<file path="config.mk">
export PLATFORM = sky130hd
export DESIGN_NAME = page_frame_table_lru_top
export DESIGN_NICKNAME = d
export VERILOG_FILES = /design/src/rtl/pftl_pkg.sv /design/src/rtl/page_frame_table_lru_top.sv /design/src/rtl/pftl_ram.sv
export SDC_FILE = /design/constraint.sdc
export NUM_CORES = 2
export LEC_CHECK = 0
export BUFFER_PORTS_ARGS = -buffer_cell sky130_fd_sc_hd__buf_2
export CORE_UTILIZATION = 60
export CTS_CLUSTER_SIZE = 14
export DETAILED_ROUTE_END_ITERATION = 16
export HOLD_SLACK_MARGIN = 0.05
export PLACE_DENSITY = 0.76
export SLEW_MARGIN = 0
export SYNTH_ARGS = -nofsm -noshare
export SYNTH_HDL_FRONTEND = slang
export SYNTH_HIERARCHICAL = 1
export SYNTH_MEMORY_MAX_BITS = 65536
export SYNTH_SLANG_ARGS = --single-unit
</file>
<file path="constraint.sdc">
create_clock -name clock -period 19.6 [get_ports clock]
set_input_delay 1.96 -clock clock [delete_from_list [all_inputs] [get_ports clock]]
set_output_delay 1.96 -clock clock [all_outputs]
set_load 0.005 [all_outputs]
</file>
<file path="src/rtl/pftl_pkg.sv">
// Shared types and codes for the page frame table with LRU replacement.
package pftl_pkg;

   localparam int PID_W   = 16;
   localparam int PAGE_W  = 20;
   localparam int STAMP_W = 32;
   localparam int KIND_W  = 2;
   localparam int FCNT_W  = 7;
   localparam int FIDX_W  = 6;
   localparam int FREED_W = 7;

   localparam logic [KIND_W-1:0] KIND_ALLOC   = 2'd0;
   localparam logic [KIND_W-1:0] KIND_DEALLOC = 2'd1;
   localparam logic [KIND_W-1:0] KIND_LOOKUP  = 2'd2;
   localparam logic [KIND_W-1:0] KIND_NONE    = 2'd3;

   localparam logic [FCNT_W-1:0] FRAME_COUNT_RESET = 7'd64;

   typedef enum logic [2:0] {
      ST_CLEAR,
      ST_IDLE,
      ST_SCAN,
      ST_COMMIT,
      ST_FINISH
   } state_type;

   typedef struct packed {
      logic               used;
      logic [PID_W-1:0]   owner;
      logic [PAGE_W-1:0]  page;
      logic [STAMP_W-1:0] stamp;
   } entry_type;

endpackage

</file>
<file path="src/rtl/page_frame_table_lru_top.sv">
// Page frame table with LRU replacement: top level, sequencer and scan datapath.
//
// The table keeps MAX_FRAMES entries (used mark, owner, page, stamp) in one RAM
// with a single read and a single write port. Every request other than KIND_NONE
// walks the n active frames one RAM read per cycle, where n is the active frame
// count (csr value, zero read as one, capped at MAX_FRAMES). The block accepts
// no new request until the result is loaded into the output register. After
// reset a clearing pass writes every entry before the first request is
// accepted; csr writes are taken at any time.
module page_frame_table_lru_top import pftl_pkg::*; #(
   parameter int MAX_FRAMES = 64
) (
   input  logic                clock,
   input  logic                reset,
   // configuration
   input  logic                csr_wr_en,
   input  logic [FCNT_W-1:0]   csr_wr_data,  // frame_count
   // request channel
   input  logic                req_tvalid,
   output logic                req_tready,
   input  logic [71:0]         req_tdata,    // process_id, page_number, now_stamp, zero pad
   input  logic [KIND_W-1:0]   req_tuser,    // kind
   // result channel
   output logic                rsp_tvalid,
   input  logic                rsp_tready,
   output logic [15:0]         rsp_tdata     // page_found, frame_index, replaced, freed_count, pad
);

   localparam int CNT_W = $clog2(MAX_FRAMES);
   localparam int NW    = CNT_W + 1;
   localparam int CW    = (NW > FCNT_W) ? NW : FCNT_W;

   state_type state_ff, state_in;

   logic [FCNT_W-1:0]  frame_count_ff;
   logic [NW-1:0]      idx_ff, idx_in;
   logic               eval_vld_ff, eval_vld_in;
   logic [CNT_W-1:0]   eval_idx_ff, eval_idx_in;

   logic [KIND_W-1:0]  kind_ff, kind_in;
   logic [PID_W-1:0]   pid_ff, pid_in;
   logic [PAGE_W-1:0]  page_ff, page_in;
   logic [STAMP_W-1:0] stamp_ff, stamp_in;

   logic               free_hit_ff, free_hit_in;
   logic [CNT_W-1:0]   free_idx_ff, free_idx_in;
   logic [CNT_W-1:0]   min_idx_ff, min_idx_in;
   logic [STAMP_W-1:0] min_stamp_ff, min_stamp_in;
   logic               found_ff, found_in;
   logic [NW-1:0]      freed_ff, freed_in;

   logic               rsp_tvalid_ff, rsp_tvalid_in;
   logic               rsp_found_ff, rsp_found_in;
   logic [FIDX_W-1:0]  rsp_index_ff, rsp_index_in;
   logic               rsp_repl_ff, rsp_repl_in;
   logic [FREED_W-1:0] rsp_freed_ff, rsp_freed_in;

   logic [CW-1:0]      fc_ext;
   logic [CW-1:0]      n_wide;
   logic [NW-1:0]      n_act;
   logic [CNT_W-1:0]   target;
   logic [CNT_W+FIDX_W-1:0]  target_ext;
   logic [NW+FREED_W-1:0]    freed_ext;

   logic                          ram_wr_en;
   logic [CNT_W-1:0]              ram_wr_addr;
   entry_type                     ram_wr_data;
   logic                          ram_rd_en;
   logic [CNT_W-1:0]              ram_rd_addr;
   logic [$bits(entry_type)-1:0]  ram_rd_data;
   entry_type                     rd_entry;

   // active frame count: zero reads as one, cap at table size
   assign fc_ext = CW'(frame_count_ff);
   always_comb begin
      if (fc_ext == '0) begin
         n_wide = CW'(1);
      end else if (fc_ext > CW'(MAX_FRAMES)) begin
         n_wide = CW'(MAX_FRAMES);
      end else begin
         n_wide = fc_ext;
      end
   end
   assign n_act = n_wide[NW-1:0];

   assign target     = free_hit_ff ? free_idx_ff : min_idx_ff;
   assign target_ext = {{FIDX_W{1'b0}}, target};
   assign freed_ext  = {{FREED_W{1'b0}}, freed_ff};
   assign rd_entry   = entry_type'(ram_rd_data);

   pftl_ram #(
      .WIDTH ($bits(entry_type)),
      .DEPTH (MAX_FRAMES)
   ) u_frame_ram (
      .clock   (clock),
      .wr_en   (ram_wr_en),
      .wr_addr (ram_wr_addr),
      .wr_data (ram_wr_data),
      .rd_en   (ram_rd_en),
      .rd_addr (ram_rd_addr),
      .rd_data (ram_rd_data)
   );

   always_ff @(posedge clock) begin
      if (reset) begin
         state_ff       <= ST_CLEAR;
         frame_count_ff <= FRAME_COUNT_RESET;
         idx_ff         <= '0;
         eval_vld_ff    <= 1'b0;
         rsp_tvalid_ff  <= 1'b0;
      end else begin
         state_ff      <= state_in;
         idx_ff        <= idx_in;
         eval_vld_ff   <= eval_vld_in;
         rsp_tvalid_ff <= rsp_tvalid_in;
         if (csr_wr_en) begin
            frame_count_ff <= csr_wr_data;
         end
      end
   end

   always_ff @(posedge clock) begin
      eval_idx_ff  <= eval_idx_in;
      kind_ff      <= kind_in;
      pid_ff       <= pid_in;
      page_ff      <= page_in;
      stamp_ff     <= stamp_in;
      free_hit_ff  <= free_hit_in;
      free_idx_ff  <= free_idx_in;
      min_idx_ff   <= min_idx_in;
      min_stamp_ff <= min_stamp_in;
      found_ff     <= found_in;
      freed_ff     <= freed_in;
      rsp_found_ff <= rsp_found_in;
      rsp_index_ff <= rsp_index_in;
      rsp_repl_ff  <= rsp_repl_in;
      rsp_freed_ff <= rsp_freed_in;
   end

   always_comb begin
      state_in      = state_ff;
      idx_in        = idx_ff;
      eval_vld_in   = 1'b0;
      eval_idx_in   = eval_idx_ff;
      kind_in       = kind_ff;
      pid_in        = pid_ff;
      page_in       = page_ff;
      stamp_in      = stamp_ff;
      free_hit_in   = free_hit_ff;
      free_idx_in   = free_idx_ff;
      min_idx_in    = min_idx_ff;
      min_stamp_in  = min_stamp_ff;
      found_in      = found_ff;
      freed_in      = freed_ff;
      rsp_tvalid_in = rsp_tvalid_ff && !rsp_tready;
      rsp_found_in  = rsp_found_ff;
      rsp_index_in  = rsp_index_ff;
      rsp_repl_in   = rsp_repl_ff;
      rsp_freed_in  = rsp_freed_ff;
      req_tready    = 1'b0;
      ram_wr_en     = 1'b0;
      ram_wr_addr   = eval_idx_ff;
      ram_wr_data   = rd_entry;
      ram_wr_data.used = 1'b0;
      ram_rd_en     = 1'b0;
      ram_rd_addr   = idx_ff[CNT_W-1:0];

      unique case (state_ff)
         ST_CLEAR: begin
            ram_wr_en   = 1'b1;
            ram_wr_addr = idx_ff[CNT_W-1:0];
            ram_wr_data = '0;
            if (idx_ff == NW'(MAX_FRAMES - 1)) begin
               idx_in   = '0;
               state_in = ST_IDLE;
            end else begin
               idx_in = idx_ff + NW'(1);
            end
         end

         ST_IDLE: begin
            req_tready = 1'b1;
            if (req_tvalid) begin
               kind_in     = req_tuser;
               pid_in      = req_tdata[15:0];
               page_in     = req_tdata[35:16];
               stamp_in    = req_tdata[67:36];
               idx_in      = '0;
               free_hit_in = 1'b0;
               found_in    = 1'b0;
               freed_in    = '0;
               state_in    = (req_tuser == KIND_NONE) ? ST_FINISH : ST_SCAN;
            end
         end

         ST_SCAN: begin
            // issue one read per cycle; evaluate the entry in the next cycle
            if (idx_ff < n_act) begin
               ram_rd_en   = 1'b1;
               eval_vld_in = 1'b1;
               eval_idx_in = idx_ff[CNT_W-1:0];
               idx_in      = idx_ff + NW'(1);
            end
            if (eval_vld_ff) begin
               case (kind_ff)
                  KIND_ALLOC: begin
                     if (!rd_entry.used && !free_hit_ff) begin
                        free_hit_in = 1'b1;
                        free_idx_in = eval_idx_ff;
                     end
                     // strict compare keeps the lowest index on a tie
                     if (eval_idx_ff == '0 || rd_entry.stamp < min_stamp_ff) begin
                        min_idx_in   = eval_idx_ff;
                        min_stamp_in = rd_entry.stamp;
                     end
                  end
                  KIND_DEALLOC: begin
                     if (rd_entry.used && rd_entry.owner == pid_ff) begin
                        ram_wr_en = 1'b1;
                        freed_in  = freed_ff + NW'(1);
                     end
                  end
                  KIND_LOOKUP: begin
                     if (rd_entry.used && rd_entry.page == page_ff) begin
                        found_in = 1'b1;
                     end
                  end
                  default: begin
                  end
               endcase
            end
            if (idx_ff >= n_act && !eval_vld_ff) begin
               state_in = (kind_ff == KIND_ALLOC) ? ST_COMMIT : ST_FINISH;
            end
         end

         ST_COMMIT: begin
            ram_wr_en         = 1'b1;
            ram_wr_addr       = target;
            ram_wr_data.used  = 1'b1;
            ram_wr_data.owner = pid_ff;
            ram_wr_data.page  = page_ff;
            ram_wr_data.stamp = stamp_ff;
            state_in          = ST_FINISH;
         end

         ST_FINISH: begin
            // hold until the output register is free
            if (!rsp_tvalid_ff || rsp_tready) begin
               rsp_tvalid_in = 1'b1;
               rsp_found_in  = (kind_ff == KIND_LOOKUP) && found_ff;
               rsp_index_in  = (kind_ff == KIND_ALLOC) ? target_ext[FIDX_W-1:0] : '0;
               rsp_repl_in   = (kind_ff == KIND_ALLOC) && !free_hit_ff;
               rsp_freed_in  = (kind_ff == KIND_DEALLOC) ? freed_ext[FREED_W-1:0] : '0;
               state_in      = ST_IDLE;
            end
         end

         default: begin
            state_in = ST_IDLE;
         end
      endcase
   end

   assign rsp_tvalid = rsp_tvalid_ff;
   assign rsp_tdata  = {1'b0, rsp_freed_ff, rsp_repl_ff, rsp_index_ff, rsp_found_ff};

   a_commit_in_range: assert property (@(posedge clock) disable iff (reset)
      state_ff == ST_COMMIT |-> NW'(target) < n_act)
      else $error("allocate target outside active frames");

   a_eval_in_scan: assert property (@(posedge clock) disable iff (reset)
      eval_vld_ff |-> (state_ff == ST_SCAN) && (NW'(eval_idx_ff) < n_act))
      else $error("entry evaluated outside a scan");

   a_scan_write_dealloc: assert property (@(posedge clock) disable iff (reset)
      (ram_wr_en && state_ff == ST_SCAN) |-> kind_ff == KIND_DEALLOC)
      else $error("table written during a non-deallocate scan");

   a_result_exclusive: assert property (@(posedge clock) disable iff (reset)
      (rsp_tvalid_ff && rsp_repl_ff) |-> (rsp_freed_ff == '0) && !rsp_found_ff)
      else $error("replacement reported with lookup or free result");

endmodule

</file>
<file path="src/rtl/pftl_ram.sv">
// Generic simple dual-port RAM with one write port and a registered read port.
module pftl_ram #(
   parameter int WIDTH = 8,
   parameter int DEPTH = 64
) (
   input  logic                     clock,
   input  logic                     wr_en,
   input  logic [$clog2(DEPTH)-1:0] wr_addr,
   input  logic [WIDTH-1:0]         wr_data,
   input  logic                     rd_en,
   input  logic [$clog2(DEPTH)-1:0] rd_addr,
   output logic [WIDTH-1:0]         rd_data
);

   logic [WIDTH-1:0] mem [DEPTH];

   always_ff @(posedge clock) begin
      if (wr_en) begin
         mem[wr_addr] <= wr_data;
      end
      if (rd_en) begin
         rd_data <= mem[rd_addr];
      end
   end

endmodule

</file>
==> summary.txt <==
Status: completed
P_int: 20.3 mW
Sequential area share after synthesis: 0.789
Hold EP: min_stamp_ff[20]$_DFFE_PP_
Placement Cell Area: 183000 um2
Core footprint: 292000 um2
Async set-reset flop share out of synthesis: 0
Worst flop-to-flop path startpoint: idx_ff[1]$_SDFFE_PP0P_
Netlist cell types: 66
Final HPWL DP: 245000 um
Synth Cell Area: 177000 um2
Final Hold Viols: 0
DR vias/cell: 7.40
Final setup violating endpoints: 0
Detailed Routing Iterations Pass 1: 5
Crit path buf inv count: 6
RR Endpoint: u_frame_ram/rd_data[31]$_DFFE_PP_
TNS Setup: 0 ps
CTS Hold Buffers Added: 0
GPL Wtd Cong: 0.823
Top Ports: 104
Seq cells post-synth: 4648
FF-to-FF setup slack: 12320 ps
Area share of the largest cell type after synthesis: 0.787
Post-synth top flop: edfxtp_1
Maximum clock rate: 137 MHz
Net Sw Frac: 0.290
Final min period: 7280 ps
Via count: 91100
Clock power frac: 0.301
Critical path's top delay family: buffers and inverters
GRT overflow: 0
Die Y: 544 um
Die area: 296000 um2
Crit path kind: register to register
Worst Hold Depth: 0
Clock latency at the later pin of the worst-skew pair: 1020 ps
NetSw: 8.31 mW
Worst IR Drop VDD: 0.210 mV
Setup crit end kind: register
Avg WL per Cell: 40.3 um
Yosys top cell by area: edfxtp_1
Layout area overhead: 11.8%
Design area: 197000 um2
Largest cells by area after synthesis: edfxtp_1, mux4_2, a22oi_1
Most common cell in the netlist: edfxtp_1
Gate power share: 0.231
Max-cap violations: 0
PostCTS Resize Cnt: 0
Unrepaired setup endpoints after global routing: no
CTS tree: yes
Row count: 198
Seq pwr share: 0.468
Crit-path slowest cell: buf_4
Global-route wire length before repair: 687000 um
Cell Chain, Critical Path: buf_4, buf_4, buf_4, buf_4, buf_4, buf_4, mux4_2, mux2i_1, a211oi_1, o211a_1
Relative slew slack: 0.0951
Post-CTS setup buffer count: 0
Syn Area/Cell: 23.1 um2
Largest net degree at the start of global routing: 135
CTS Sinks: 4648
Root Buffer: clkbuf_16
Initial antenna violation count: 17
Crit-path most repeated cell: buf_4
Total CTS buffers: 445
Placed cell count: 11500
Initial drt markers: 16400
CP arrival: 7970 ps
Ys Warns: 6
Synth top cells by count: edfxtp_1, mux4_2, a22oi_1
CP peak stage delay: 920 ps
Type of origin of the critical path: register
Final antenna-violating net count: 0
Starting density of the core: 0.605
Longest Clk Path Bufs: 4
PD cells: 145 nW/um2
Critical hold path startpoint: u_frame_ram/rd_data[20]$_DFFE_PP_
Largest fanout on the critical path: 65
Final worst-path cycle share: 0.371
Finished Layout Cells: 12300
Number of global-route vias before repair: 90500
Max Slew Vio Count: 0
Gate Count Post-Synth: 7645
Die X: 544 um
H-tree depth: 5
Port bufs: 98
Share of cells above drive strength 1: 0.264
Worst Path Required: 20290 ps
Worst Hold Class: register to register
Slew @ Worst Pin: 1350 ps
P_leak: 61.4 nW
Post-synth EDFFs: 4629
DRC viols: 0
Tot GR Track Use: 0.337
Reg2reg path depth: 10
Final net count: 8162
Worst Skew: 91.2 ps
Final wirelength: 497000 um
Mapped Nets: 7771
Clock transition at path regs: 60 ps
[kinds of logic (layout without fill, tap and decap cells)]
logic type,count (synthesis),count (layout),synth area share
adders and majority gates,40,40,0.00283
other,1,22,0.0000212
and+or+nand+nor,450,450,0.0127
buffers and inverters,475,1231,0.0127
AOI/OAI and AO/OA,768,768,0.0329
xor gates and xnor gates,41,41,0.00203
DFF,4648,4648,0.789
muxes,1222,1222,0.147
[placed cells by master, fill, tap and decap left out, types with 14 or more instances in the layout]
master      netlist  layout
a22oi_1         276     276
ha_1             40      40
clkbuf_16         0     449
o211a_1          69      69
clkbuf_1        166      83
mux4_2         1104    1104
nor2_1          160      95
xnor2_1          24      24
a211oi_1         71      70
a21oi_1          40      40
xor2_1           17      17
nor2_4            0      66
clkinv_1          0     109
clkinv_16         0      17
diode_2           0      21
o22ai_1         144     144
bufinv_16         0      49
buf_4            51     268
clkinv_2          0      76
nand3b_1         28      28
o21ai_0          14      14
nand3_1         131     130
inv_1            41      41
nand4_1          15      15
mux2i_1         118     118
o221ai_1         51      51
a22o_1           68      61
buf_2           185      98
nand2_1          31      29
clkinvlp_4        0      15
dfxtp_1          19      15
edfxtp_1       4629    4629
[stage by stage]
stage                     hold WS, ps  power [mW]  utilization  setup WS [ps]
after global routing              512        29.3        0.676          11850
after detailed placement          475        20.0        0.626          12360
final                             498        28.7        0.676          12320
after floorplan                   445        17.9            -          12200
after CTS                         495        28.6        0.676          12250
after global placement            469        19.7        0.626          12380
[worst max-delay path by stage]
stage	startpoint	to	slack, ps	cells after the start
global placement	idx_ff[0]$_SDFFE_PP0P_	u_frame_ram/rd_data[50]$_DFFE_PP_	12380	9
CTS	idx_ff[0]$_SDFFE_PP0P_	u_frame_ram/rd_data[37]$_DFFE_PP_	12250	9
finish	idx_ff[1]$_SDFFE_PP0P_	u_frame_ram/rd_data[31]$_DFFE_PP_	12320	10
floorplan	pid_ff[4]$_DFFE_PP_	u_frame_ram/mem[48][0]$_DFFE_PP_	12200	7
detailed placement	idx_ff[0]$_SDFFE_PP0P_	u_frame_ram/rd_data[37]$_DFFE_PP_	12360	9
global route	idx_ff[0]$_SDFFE_PP0P_	u_frame_ram/rd_data[46]$_DFFE_PP_	11850	9
[power by group through the flow]
stage               Combinational (mW)  Sequential, mW  Clock (mW)
floorplan                         4.36            13.5           0
global placement                  6.21            13.5           0
detailed placement                6.43            13.6           0
CTS                               6.53            13.4        8.66
global route                      6.85            13.5        9.02
finish                            6.62            13.4        8.62
[layer usage]
layer	vias to the layer above	share of wire	track usage
li1	33800	-	-
met2	8614	0.46	0.514
met3	1540	0.15	0.0993
met5	-	0.00024	0
met1	47200	0.33	0.453
met4	14	0.055	0.158
[flip-flops by register name, summed over array words and instances, names as in the netlist, 2 cells and up]
name	cells
min_stamp_ff	32
fc_ext	7
kind_ff	2
u_frame_ram/rd_data	69
rsp_freed_ff	7
idx_ff	7
u_frame_ram/mem	4416
stamp_ff	32
page_ff	20
rsp_index_ff	6
pid_ff	16
min_idx_ff	6
free_idx_ff	6
freed_ff	7
state_ff	3
eval_idx_ff	6
[worst register-to-register path, cell delays in order (launching register included)]
cell      delay [ps]
dfxtp_4          590
buf_4            660
buf_4            820
buf_4            840
buf_4            860
buf_4            960
buf_4            920
mux4_2           680
mux2i_1          170
a211oi_1         190
o211a_1          310
[final cells by class]
cell class	instances	area, um2
Sequential cell	4648	139000
Timing Repair Buffer	376	2700
Inverter	43	161
Clock inverter	280	3060
Multi-Input combinational cell	2522	35600
Clock buffer	532	11500
Tap cell	3900	4880
Antenna cell	21	52.6
Fill cell	17200	94500
Power figures use the tool's default switching activity.
